**src/hw/rtl/pidc_pkg.sv**
```systemverilog
package pidc_pkg;

  localparam int unsigned FRAC_BITS = 16;
  localparam int unsigned DATA_W    = 32;
  localparam int unsigned LIMIT_W   = 31;
  localparam int unsigned CFG_IDX_W = 4;
  localparam int unsigned OPND_W    = DATA_W + 1;
  localparam int unsigned PROD_W    = 2 * OPND_W;

  localparam logic signed [DATA_W-1:0] MAX32 = 32'sh7fff_ffff;
  localparam logic signed [DATA_W-1:0] MIN32 = 32'sh8000_0000;

  localparam logic [LIMIT_W-1:0] TIME_STEP_RST  = 31'd65536;
  localparam logic [LIMIT_W-1:0] RECIP_RST      = 31'd65536;
  localparam logic [LIMIT_W-1:0] INT_LIMIT_RST  = 31'd327680000;
  localparam logic [LIMIT_W-1:0] OUT_LIMIT_RST  = 31'd0;

  typedef enum logic [CFG_IDX_W-1:0] {
    REG_SETPOINT   = 4'd0,
    REG_GAIN_P     = 4'd1,
    REG_GAIN_I     = 4'd2,
    REG_GAIN_D     = 4'd3,
    REG_TIME_STEP  = 4'd4,
    REG_RECIP      = 4'd5,
    REG_INT_LIMIT  = 4'd6,
    REG_OUT_LIMIT  = 4'd7
  } cfg_idx_e;

  typedef enum logic [3:0] {
    ST_IDLE,
    ST_MUL_P,
    ST_MUL_R,
    ST_MUL_T,
    ST_MUL_D,
    ST_CLAMP_I,
    ST_MUL_I,
    ST_SUM,
    ST_OUT
  } state_e;

  typedef struct packed {
    logic signed [DATA_W-1:0] setpoint;
    logic signed [DATA_W-1:0] gain_p;
    logic signed [DATA_W-1:0] gain_i;
    logic signed [DATA_W-1:0] gain_d;
    logic [LIMIT_W-1:0]       time_step;
    logic [LIMIT_W-1:0]       time_step_recip;
    logic [LIMIT_W-1:0]       integral_limit;
    logic [LIMIT_W-1:0]       drive_limit;
  } cfg_t;

  typedef struct packed {
    logic                     func;
    logic signed [DATA_W-1:0] measured;
    logic signed [DATA_W-1:0] given_error;
  } in_t;

  typedef struct packed {
    logic signed [DATA_W-1:0] drive;
    logic signed [DATA_W-1:0] error_used;
    logic                     integral_clamped;
    logic                     output_clamped;
  } out_t;

endpackage

```
**src/hw/rtl/pidc_cfg_regs.sv**
```systemverilog
module pidc_cfg_regs (
  input  logic                                clk_i,
  input  logic                                rst_ni,
  input  logic                                cfg_valid_i,
  output logic                                cfg_ready_o,
  input  logic [pidc_pkg::CFG_IDX_W-1:0]      cfg_index_i,
  input  logic [pidc_pkg::DATA_W-1:0]         cfg_data_i,
  output pidc_pkg::cfg_t                      cfg_o
);

  pidc_pkg::cfg_t cfg_q;

  assign cfg_ready_o = 1'b1;
  assign cfg_o       = cfg_q;

  always_ff @(posedge clk_i or negedge rst_ni) begin
    if (!rst_ni) begin
      cfg_q.setpoint        <= '0;
      cfg_q.gain_p          <= '0;
      cfg_q.gain_i          <= '0;
      cfg_q.gain_d          <= '0;
      cfg_q.time_step       <= pidc_pkg::TIME_STEP_RST;
      cfg_q.time_step_recip <= pidc_pkg::RECIP_RST;
      cfg_q.integral_limit  <= pidc_pkg::INT_LIMIT_RST;
      cfg_q.drive_limit     <= pidc_pkg::OUT_LIMIT_RST;
    end else if (cfg_valid_i && cfg_ready_o) begin
      unique case (pidc_pkg::cfg_idx_e'(cfg_index_i))
        pidc_pkg::REG_SETPOINT:  cfg_q.setpoint        <= cfg_data_i;
        pidc_pkg::REG_GAIN_P:    cfg_q.gain_p          <= cfg_data_i;
        pidc_pkg::REG_GAIN_I:    cfg_q.gain_i          <= cfg_data_i;
        pidc_pkg::REG_GAIN_D:    cfg_q.gain_d          <= cfg_data_i;
        pidc_pkg::REG_TIME_STEP: cfg_q.time_step       <= cfg_data_i[pidc_pkg::LIMIT_W-1:0];
        pidc_pkg::REG_RECIP:     cfg_q.time_step_recip <= cfg_data_i[pidc_pkg::LIMIT_W-1:0];
        pidc_pkg::REG_INT_LIMIT: cfg_q.integral_limit  <= cfg_data_i[pidc_pkg::LIMIT_W-1:0];
        pidc_pkg::REG_OUT_LIMIT: cfg_q.drive_limit     <= cfg_data_i[pidc_pkg::LIMIT_W-1:0];
        default: ;
      endcase
    end
  end

endmodule

```
**src/hw/rtl/pidc_mul.sv**
```systemverilog
module pidc_mul #(
  parameter int unsigned FracBits = pidc_pkg::FRAC_BITS
) (
  input  logic                                clk_i,
  input  logic signed [pidc_pkg::OPND_W-1:0]  a_i,
  input  logic signed [pidc_pkg::OPND_W-1:0]  b_i,
  output logic signed [pidc_pkg::DATA_W-1:0]  sat32_o,
  output logic signed [pidc_pkg::DATA_W+1:0]  sat34_o
);

  localparam int unsigned PW = pidc_pkg::PROD_W;

  logic signed [PW-1:0] prod_q;
  logic signed [PW-1:0] shifted;

  // product registered, consumed by the sequencer in the next cycle
  always_ff @(posedge clk_i) begin
    prod_q <= a_i * b_i;
  end

  // arithmetic shift gives floor rounding
  assign shifted = prod_q >>> FracBits;

  always_comb begin
    if (&shifted[PW-1:31] || ~|shifted[PW-1:31]) begin
      sat32_o = shifted[31:0];
    end else if (shifted[PW-1]) begin
      sat32_o = pidc_pkg::MIN32;
    end else begin
      sat32_o = pidc_pkg::MAX32;
    end
  end

  // 34-bit clamp keeps the integral increment exact enough for the later sat32
  always_comb begin
    if (&shifted[PW-1:33] || ~|shifted[PW-1:33]) begin
      sat34_o = shifted[33:0];
    end else if (shifted[PW-1]) begin
      sat34_o = {1'b1, 33'd0};
    end else begin
      sat34_o = {1'b0, {33{1'b1}}};
    end
  end

endmodule

```
**src/hw/rtl/pid_controller_clamped.sv**
```systemverilog
// one word is worked on at a time, on the single shared 33x33 multiplier
//   that the sequencer uses five times per word
// input stall stays high while a word is in work; a finished word may wait
//   in the output register while the next one is taken
// reset clears integral, previous error, sequencer state and loads register defaults
module pid_controller_clamped #(
  parameter int unsigned FracBits = pidc_pkg::FRAC_BITS
) (
  input  logic                               clk_i,
  input  logic                               rst_ni,
  input  logic                               cfg_valid_i,
  output logic                               cfg_ready_o,
  input  logic [pidc_pkg::CFG_IDX_W-1:0]     cfg_index_i,
  input  logic [pidc_pkg::DATA_W-1:0]        cfg_data_i,
  input  logic                               in_valid_i,
  output logic                               in_stall_o,
  input  pidc_pkg::in_t                      in_data_i,
  output logic                               out_valid_o,
  input  logic                               out_stall_i,
  output pidc_pkg::out_t                     out_data_o
);

  pidc_pkg::cfg_t   cfg;
  pidc_pkg::state_e state_q, state_d;

  logic signed [31:0] err_q, prev_q, integ_q;
  logic signed [31:0] pterm_q, rate_q, dterm_q;
  logic signed [32:0] diff_q;
  logic signed [33:0] sum_q;
  logic               iclamp_q;
  logic               out_valid_q;
  pidc_pkg::out_t     out_q;

  logic signed [32:0] mul_a, mul_b;
  logic signed [31:0] mul_sat32;
  logic signed [33:0] mul_sat34;

  logic signed [32:0] err_raw;
  logic signed [31:0] err_new;
  logic signed [34:0] integ_sum;
  logic signed [31:0] integ_sat;
  logic signed [32:0] ilim, ilim_n;
  logic signed [33:0] olim, olim_n;
  logic signed [33:0] sum_c;
  logic signed [31:0] drive_c;
  logic               oclamp_c;
  logic               accept;
  logic               out_free;

  pidc_cfg_regs u_cfg (
    .clk_i       (clk_i),
    .rst_ni      (rst_ni),
    .cfg_valid_i (cfg_valid_i),
    .cfg_ready_o (cfg_ready_o),
    .cfg_index_i (cfg_index_i),
    .cfg_data_i  (cfg_data_i),
    .cfg_o       (cfg)
  );

  pidc_mul #(
    .FracBits (FracBits)
  ) u_mul (
    .clk_i   (clk_i),
    .a_i     (mul_a),
    .b_i     (mul_b),
    .sat32_o (mul_sat32),
    .sat34_o (mul_sat34)
  );

  assign accept   = in_valid_i && !in_stall_o;
  assign out_free = !out_valid_q || !out_stall_i;

  // error select with saturating subtract
  always_comb begin
    err_raw = {cfg.setpoint[31], cfg.setpoint} - {in_data_i.measured[31], in_data_i.measured};
    if (in_data_i.func) begin
      err_new = in_data_i.given_error;
    end else if (err_raw[32] != err_raw[31]) begin
      err_new = err_raw[32] ? pidc_pkg::MIN32 : pidc_pkg::MAX32;
    end else begin
      err_new = err_raw[31:0];
    end
  end

  // integral accumulate, saturated to 32 bits
  always_comb begin
    integ_sum = {{3{integ_q[31]}}, integ_q} + {mul_sat34[33], mul_sat34};
    if (&integ_sum[34:31] || ~|integ_sum[34:31]) begin
      integ_sat = integ_sum[31:0];
    end else begin
      integ_sat = integ_sum[34] ? pidc_pkg::MIN32 : pidc_pkg::MAX32;
    end
  end

  assign ilim   = {2'b00, cfg.integral_limit};
  assign ilim_n = -ilim;
  assign olim   = {3'b000, cfg.drive_limit};
  assign olim_n = -olim;

  // output clamp then 32-bit saturation
  always_comb begin
    oclamp_c = 1'b0;
    sum_c    = sum_q;
    if (cfg.drive_limit != '0) begin
      if (sum_q > olim) begin
        sum_c    = olim;
        oclamp_c = 1'b1;
      end else if (sum_q < olim_n) begin
        sum_c    = olim_n;
        oclamp_c = 1'b1;
      end
    end
    if (&sum_c[33:31] || ~|sum_c[33:31]) begin
      drive_c = sum_c[31:0];
    end else begin
      drive_c = sum_c[33] ? pidc_pkg::MIN32 : pidc_pkg::MAX32;
    end
  end

  always_ff @(posedge clk_i or negedge rst_ni) begin
    if (!rst_ni) begin
      state_q <= pidc_pkg::ST_IDLE;
    end else begin
      state_q <= state_d;
    end
  end

  always_comb begin
    state_d    = state_q;
    in_stall_o = 1'b1;
    mul_a      = '0;
    mul_b      = '0;
    unique case (state_q)
      pidc_pkg::ST_IDLE: begin
        in_stall_o = 1'b0;
        if (in_valid_i) begin
          state_d = pidc_pkg::ST_MUL_P;
        end
      end
      pidc_pkg::ST_MUL_P: begin
        mul_a   = {cfg.gain_p[31], cfg.gain_p};
        mul_b   = {err_q[31], err_q};
        state_d = pidc_pkg::ST_MUL_R;
      end
      pidc_pkg::ST_MUL_R: begin
        mul_a   = diff_q;
        mul_b   = {2'b00, cfg.time_step_recip};
        state_d = pidc_pkg::ST_MUL_T;
      end
      pidc_pkg::ST_MUL_T: begin
        mul_a   = {err_q[31], err_q};
        mul_b   = {2'b00, cfg.time_step};
        state_d = pidc_pkg::ST_MUL_D;
      end
      pidc_pkg::ST_MUL_D: begin
        mul_a   = {cfg.gain_d[31], cfg.gain_d};
        mul_b   = {rate_q[31], rate_q};
        state_d = pidc_pkg::ST_CLAMP_I;
      end
      pidc_pkg::ST_CLAMP_I: begin
        state_d = pidc_pkg::ST_MUL_I;
      end
      pidc_pkg::ST_MUL_I: begin
        mul_a   = {cfg.gain_i[31], cfg.gain_i};
        mul_b   = {integ_q[31], integ_q};
        state_d = pidc_pkg::ST_SUM;
      end
      pidc_pkg::ST_SUM: begin
        state_d = pidc_pkg::ST_OUT;
      end
      pidc_pkg::ST_OUT: begin
        if (out_free) begin
          state_d = pidc_pkg::ST_IDLE;
        end
      end
      default: begin
        state_d = pidc_pkg::ST_IDLE;
      end
    endcase
  end

  // loop state and output handshake
  always_ff @(posedge clk_i or negedge rst_ni) begin
    if (!rst_ni) begin
      prev_q      <= '0;
      integ_q     <= '0;
      iclamp_q    <= 1'b0;
      out_valid_q <= 1'b0;
    end else begin
      if (state_q == pidc_pkg::ST_MUL_P) begin
        prev_q <= err_q;
      end
      if (state_q == pidc_pkg::ST_MUL_D) begin
        integ_q <= integ_sat;
      end
      if (state_q == pidc_pkg::ST_CLAMP_I) begin
        if (cfg.integral_limit != '0 && $signed({integ_q[31], integ_q}) > ilim) begin
          integ_q  <= ilim[31:0];
          iclamp_q <= 1'b1;
        end else if (cfg.integral_limit != '0 &&
                     $signed({integ_q[31], integ_q}) < ilim_n) begin
          integ_q  <= ilim_n[31:0];
          iclamp_q <= 1'b1;
        end else begin
          iclamp_q <= 1'b0;
        end
      end
      if (state_q == pidc_pkg::ST_OUT && out_free) begin
        out_valid_q <= 1'b1;
      end else if (!out_stall_i) begin
        out_valid_q <= 1'b0;
      end
    end
  end

  // working registers
  always_ff @(posedge clk_i) begin
    if (accept) begin
      err_q <= err_new;
    end
    if (state_q == pidc_pkg::ST_MUL_P) begin
      diff_q <= {err_q[31], err_q} - {prev_q[31], prev_q};
    end
    if (state_q == pidc_pkg::ST_MUL_R) begin
      pterm_q <= mul_sat32;
    end
    if (state_q == pidc_pkg::ST_MUL_T) begin
      rate_q <= mul_sat32;
    end
    if (state_q == pidc_pkg::ST_CLAMP_I) begin
      dterm_q <= mul_sat32;
    end
    if (state_q == pidc_pkg::ST_SUM) begin
      sum_q <= {{2{pterm_q[31]}}, pterm_q} + {{2{mul_sat32[31]}}, mul_sat32}
             + {{2{dterm_q[31]}}, dterm_q};
    end
    if (state_q == pidc_pkg::ST_OUT && out_free) begin
      out_q.drive            <= drive_c;
      out_q.error_used       <= err_q;
      out_q.integral_clamped <= iclamp_q;
      out_q.output_clamped   <= oclamp_c;
    end
  end

  assign out_valid_o = out_valid_q;
  assign out_data_o  = out_q;

`ifndef SYNTHESIS
  a_accept_starts: assert property (@(posedge clk_i) disable iff (!rst_ni)
    accept |=> state_q == pidc_pkg::ST_MUL_P)
    else $error("accepted word did not start the sequence");

  a_integ_in_limit: assert property (@(posedge clk_i) disable iff (!rst_ni)
    (state_q == pidc_pkg::ST_MUL_I && cfg.integral_limit != '0)
    |-> ($signed({integ_q[31], integ_q}) <= ilim &&
         $signed({integ_q[31], integ_q}) >= ilim_n))
    else $error("integral outside its limit after clamp");

  a_oclamp_bound: assert property (@(posedge clk_i) disable iff (!rst_ni)
    (out_valid_o && out_data_o.output_clamped)
    |-> (out_data_o.drive == olim[31:0] || out_data_o.drive == olim_n[31:0]))
    else $error("clamped drive not at the output limit");

  a_result_held: assert property (@(posedge clk_i) disable iff (!rst_ni)
    (state_q == pidc_pkg::ST_OUT && !out_free) |=> state_q == pidc_pkg::ST_OUT)
    else $error("sequencer left while output register was full");
`endif

endmodule
```
**config.mk**
```make
export PLATFORM = sky130hd
export DESIGN_NAME = pid_controller_clamped
export DESIGN_NICKNAME = d
export VERILOG_FILES = /design/src/hw/rtl/pidc_pkg.sv /design/src/hw/rtl/pidc_cfg_regs.sv /design/src/hw/rtl/pidc_mul.sv /design/src/hw/rtl/pid_controller_clamped.sv
export SDC_FILE = /design/constraint.sdc
export NUM_CORES = 2
export LEC_CHECK = 0
export BUFFER_PORTS_ARGS = -buffer_cell sky130_fd_sc_hd__buf_2
export CAP_MARGIN = 30
export CELL_PAD_IN_SITES_DETAIL_PLACEMENT = 0
export CELL_PAD_IN_SITES_GLOBAL_PLACEMENT = 1
export CORE_MARGIN = 4
export CORE_UTILIZATION = 45
export DETAILED_ROUTE_END_ITERATION = 12
export GPL_TIMING_DRIVEN = 0
export HOLD_SLACK_MARGIN = 0.05
export PLACE_DENSITY_LB_ADDON = 0.1
export SLEW_MARGIN = 40
export SYNTH_ARGS = -nofsm -noshare
export SYNTH_HDL_FRONTEND = slang
export SYNTH_SLANG_ARGS = --single-unit
```
**constraint.sdc**
```tcl
create_clock -name clk_i -period 11.89 [get_ports clk_i]
set_input_delay 0 -clock clk_i [delete_from_list [all_inputs] [get_ports clk_i]]
set_output_delay 0 -clock clk_i [all_outputs]
set_load 0.02 [all_outputs]
```
**Word-level counts from Yosys, hierarchy flattened**

Cells that the tools add are included.
W data, S select, Z words.

- Logic and storage cells: 121
- Register bits: 649
- Bits in latches: 0
- Output and inout bits: 69
- Memory bits (writable): 0
- Memories kept: 0
- Memory bits (read-only): 0

- Bitwise operators: 0
- Multiplexer cells: 30
- Order comparisons: 4
- Div/mod/pow operators: 0
- Shifts and indexed selects: 0
- Equality and inequality tests: 19
- Reduce and logical (&&, ||, !) cells: 36
- Multipliers: 1
- $add $sub $neg: 7

Operators by type and width:

| operator | count |
|---|---|
| $mux W32 | 13 |
| $pmux W33 S5 | 2 |
| $mux W34 | 5 |
| $mul A33 B33 Y66 | 1 |
| $sub A32 B32 Y33 | 2 |
| $reduce_bool A31 Y1 | 2 |
| $pmux W4 S9 | 1 |
| $add A32 B34 Y35 | 1 |
| $add A33 B32 Y34 | 1 |
| $gt A34 B32 Y1 | 1 |
| $lt A34 B34 Y1 | 1 |
| $neg A31 Y34 | 1 |
| $add A32 B32 Y33 | 1 |
| $lt A32 B33 Y1 | 1 |
| $neg A31 Y33 | 1 |
| $eq A4 B3 Y1 const B | 8 |
| $gt A32 B32 Y1 | 1 |
| $reduce_and A19 Y1 | 1 |
| $reduce_or A19 Y1 | 1 |
| $reduce_and A2 Y1 | 9 |
| $reduce_and A17 Y1 | 1 |
| $reduce_or A17 Y1 | 1 |
| $eq A4 B2 Y1 const B | 4 |
| $eq A4 B1 Y1 const B | 2 |
| 14 further kinds | 35 |

**Longest topological paths before layout**

- Depth in word-level cells: 13
- Mapped depth: 39
- Gate-level depth less buffers: 33

**Cells and area by module**

Synthesis repeated with hierarchy kept, for this count alone.

- Cell total of the unflattened synthesis: 7564
- Area total of the unflattened synthesis: 75090.8 um^2

Modules (own cells, without submodules):

| module | sequential area each (um^2) | instances | area each (um^2) | cells each |
|---|---|---|---|---|
| pidc_mul | 1001.0 | 1 | 39805.7 | 4263 |
| pid_controller_clamped | 9589.2 | 1 | 25881.1 | 2756 |
| pidc_cfg_regs | 6314.8 | 1 | 9404.0 | 545 |

**Worst setup path before layout**

OpenSTA, ideal clock, no wires.

- Kind: register -> register
- From: register state_q[0]
- To: register u_mul.prod_q[64]
- Required time: 11.818 ns
- Clock period less this slack: 11.052 ns
- Stages on the path, launching flop included: 36
- Library setup time: 0.072 ns
- Data arrival time: 10.980 ns
- Slack: 0.838 ns
- Cell sequence: dfrtp_1 > buf_6 > buf_4 > nand2b_1 > nor3_1 > clkbuf_1 > buf_1 > a22oi_1 > nand2_1 > clkbuf_1 > nand2_1 > fa_1 > inv_1 > fa_1 > fa_1 > inv_1 > fa_1 > inv_1 > fa_1 > fa_1 > fa_1 > inv_1 > fa_1 > inv_1 > ha_1 > a21oi_1 > o21bai_1 > a21o_1 > a21o_1 > a21o_1 > a21o_1 > a21oi_1 > o31ai_4 > a21o_1 > a21oi_1 > xnor2_1

- Word-level cells in the longest chain between the ends: 3
- Elaborated cells between the ends (all ways): 8
- Those cells by class: 1 x mul; 5 x eq/ne; 2 x mux

RTL lines:

| what | RTL line | RTL |
|---|---|---|
| start: declaration | pid_controller_clamped.sv:24 | `pidc_pkg::state_e state_q, state_d;` |
| start signal: assignment | pid_controller_clamped.sv:122 | `state_q <= pidc_pkg::ST_IDLE;` |
| start signal: assignment | pid_controller_clamped.sv:124 | `state_q <= state_d;` |
| $eq A4 B3 Y1, or another cell as far along | pid_controller_clamped.sv:133 | `unique case (state_q)` |
| $pmux W33 S5 | pid_controller_clamped.sv:133 |  |
| $mul A33 B33 Y66 (*) | pidc_mul.sv:18 | `prod_q <= a_i * b_i;` |
| end signal: assignment | pidc_mul.sv:18 |  |
| end: declaration | pidc_mul.sv:13 | `logic signed [PW-1:0] prod_q;` |

Every way passes the cells marked *; elsewhere a longest branch is shown, timed or not.
A chain may end at the register's enable or synchronous reset.

**Worst setup path in the final report**

- From: register state_q[3]
- To: register u_mul.prod_q[64]

The elaborated chain is that of the path after synthesis.

==> flow_metrics.env <==
export IMPL_status="finished, final reports clean"
export IMPL_dieArea_sq_um=170000
export IMPL_areaGrowthSynthToFinish_pct=12.0
export IMPL_track_usage_pct=34.8
export IMPL_period_needed_ps=11680
export IMPL_finalNetCount=9800
export IMPL_cts_tree="done"
export IMPL_syn_avg_cell_area_sq_um=9.67
export IMPL_synth_top_family_by_area="adder cells"
export IMPL_setup_viol=0
export IMPL_grt_busiest_layer="met2"
export IMPL_relSlewSlack_pct=35.1
export IMPL_synthXorXnorAreaFrac_pct=2.64
export IMPL_worst_path_max_fanout=10
export IMPL_hold_class="input port to register"
export IMPL_synth_compound_area_share_pct=9.72
export IMPL_final_core_util_pct=50.7
export IMPL_critPathRequiredTime_ps=12480
export IMPL_grt_pass1_wl_um=423000
export IMPL_use_met1_pct=49.0
export IMPL_core_sq_um=163000
export IMPL_synth_fa_ha_area_share_pct=40.1
export IMPL_synth_edff_count=261
export IMPL_worst_slew_pin_slew_ps=967
export IMPL_holdWs_ps=103
export IMPL_tns_ps=0
export IMPL_drt_iter0_markers=5896
export IMPL_rsz0062_at_grt="true"
export IMPL_grt_start_max_net_pins=69
export IMPL_cts_root_buf="clkbuf_16"
export IMPL_maxCapViolations=0
export IMPL_synth_top_cell_area_share_pct=32.1
export IMPL_fin_crit_sh_pct=98.2
export IMPL_timing_final_ws_setup_ps=209
export IMPL_critPathKind="register to register"
export IMPL_grt_overflow=0
export IMPL_ys_flop_type="dfrtp_1"
export IMPL_antenna_found_initial=29
export IMPL_cp_common_cell="fa_1"
export IMPL_yosysWarnings=0
export IMPL_globalRouteMet2Util_pct=51.7
export IMPL_wl_um=292000
export IMPL_hpwl_um=242000
export IMPL_wl_per_cell_um=28.4
export IMPL_route_detailed_drc=0
export IMPL_start_kind="register"
export IMPL_synth_area_sq_um=73600
export IMPL_start_util_pct=45.3
export IMPL_clock_path_buffers=3
export IMPL_yosysMostFrequentCell="inv_1"
export IMPL_critPathArrivalTime_ps=12270
export IMPL_synth_seq_cells=633
export IMPL_synth_fp_nets=9370
export IMPL_pre_cts_ws_ps=-1510
export IMPL_drive_gt1_share_pct=10.3
export IMPL_globalplace_congestion=1.03
export IMPL_dr_total_vias=59200
export IMPL_final_max_slew_violation_count=0
export IMPL_cts_buffers=76
export IMPL_synthSimpleGateAreaFrac_pct=12.8
export IMPL_cp_slowest_cell="clkbuf_1"
export IMPL_antenna_left=0
export IMPL_synthMuxAreaShare_pct=3.08
export IMPL_die_h_um=412
export IMPL_cp_end_kind="register"
export IMPL_synth_common_cells="1342 x inv_1, 1180 x fa_1, 1014 x nand2_1"
export IMPL_filler_cell_count=15400
export IMPL_drt_pass1_iter_count=6
export IMPL_synth_largest_area_cell="fa_1"
export IMPL_ys_top_cells_by_area="fa_1 32%, dfrtp_1 11%, edfxtp_1 11%"
export IMPL_clk_pin_slew_ps=60
export IMPL_ys_types=110
export IMPL_grt_pass1_vias=60000
export IMPL_hold_viol_final=0
export IMPL_cts_sinks=633
export IMPL_max_freq_ghz=0.0856
export IMPL_slowest_delay_ps=750
export IMPL_htree_levels=3
export IMPL_reg2reg_slack_ps=210
export IMPL_async_flop_share_pct=50.9
export IMPL_num_rows=148
export IMPL_die_x_um=412
export IMPL_insertion_delay_ps=700
export IMPL_io_buffers=173
export IMPL_synthesis_instances=7613
export IMPL_met3_usage_pct=8.49
export IMPL_synth_seq_area_share_pct=23.0
export IMPL_vias_per_cell=5.75
export IMPL_ios=175
export IMPL_clock_skew_final_ps=41.2
sequential cells by signal, summed over array words and instances, names as in the netlist, 4 cells and up:
name and flops:
u_cfg.cfg_o 252, out_data_o 66, u_mul.prod_q 50, sum_q 34, diff_q 33, dterm_q 32, err_q 32, integ_q 32
prev_q 32, pterm_q 32, rate_q 32, state_q 4
metal layers:
layer,routed length [um],vias to the layer above
li1,-,25400
met5,97,-
met2,125000,2747
met4,14700,16
met1,124000,30500
met3,28900,532
cell type report:
cell class                      instances  area, sq um  area share (%)
Inverter                             1347         5060            6.14
Tap cell                             2175         2720            3.30
Buffer                                331         1480            1.80
Timing Repair Buffer                  353         2830            3.43
Multi-Input combinational cell       5301        50700            61.5
Clock buffer                           99         2130            2.59
Sequential cell                       633        16900            20.5
Clock inverter                         42          566           0.686
Antenna cell                           11         27.5          0.0334
placed cells by master (no fill, tap or decap), types with 61 or more instances in the layout:
cell	count
clkbuf_1	166
nand2_1	1014
nand4_1	90
xnor2_1	164
a22oi_1	74
clkbuf_16	79
mux2_2	193
inv_1	1341
a21o_1	145
a21oi_1	236
buf_2	204
dfrtp_1	315
ha_1	471
edfxtp_1	261
o21ai_0	228
dlygate4sd3_1	113
nand3_1	61
nor3_1	66
fa_1	1178
nor2_1	596
clkbuf_2	126
o21a_1	65
path summary, 6_finish.rpt:
kind | cells past startpoint | endpoint | from
max | 32 | u_mul.prod_q[64] | state_q[3]
min | 4 | u_cfg.cfg_o[188] | cfg_index_i[2]
max reg2reg | 32 | u_mul.prod_q[64] | state_q[3]
min reg2reg | 1 | u_cfg.cfg_o[194] | u_cfg.cfg_o[194]
max in group asynchronous | 6 | u_cfg.cfg_o[0] | rst_ni
min in group asynchronous | 4 | u_cfg.cfg_o[234] | rst_ni
critical path, delay by kind of cell, from the launching register on:
kind	cells	cell delay (ps)
adder cells (fa/ha/maj)	9	4570
AO/OA/AOI/OAI	7	2060
buffers and inverters	8	2070
AND/OR/NAND/NOR	7	2060
flip-flops	1	530
XOR/XNOR	1	230
metrics by stage:
stage	cell area, sq um	std cells
finish	82400	10300
global route	82400	10300
CTS	82300	10300
detailed placement	78200	10000
floorplan	73600	7613
global placement	77200	9961
cells by family after synthesis:
kind of cell               count (synthesis)
other                                      1
adders and majority gates               1651
and+or+nand+nor                         2144
DFF                                      633
xor gates and xnor gates                 222
muxes                                    202
buffers and inverters                   1679
AOI/OAI and AO/OA                       1081
repair_timing:
| action | in CTS | in global routing |
|---|---|---|
| resized for setup | 63 | 46 |
| endpoints found under the setup margin | 34 | 18 |
| hold endpoints to repair | 705 | 0 |
| setup buffers | 12 | 5 |
| hold buffers | 114 | 0 |
| pin swaps | 10 | 4 |
Power is not shown: default switching activity piles up to over one toggle a cycle in this logic, so the estimate is an artifact.
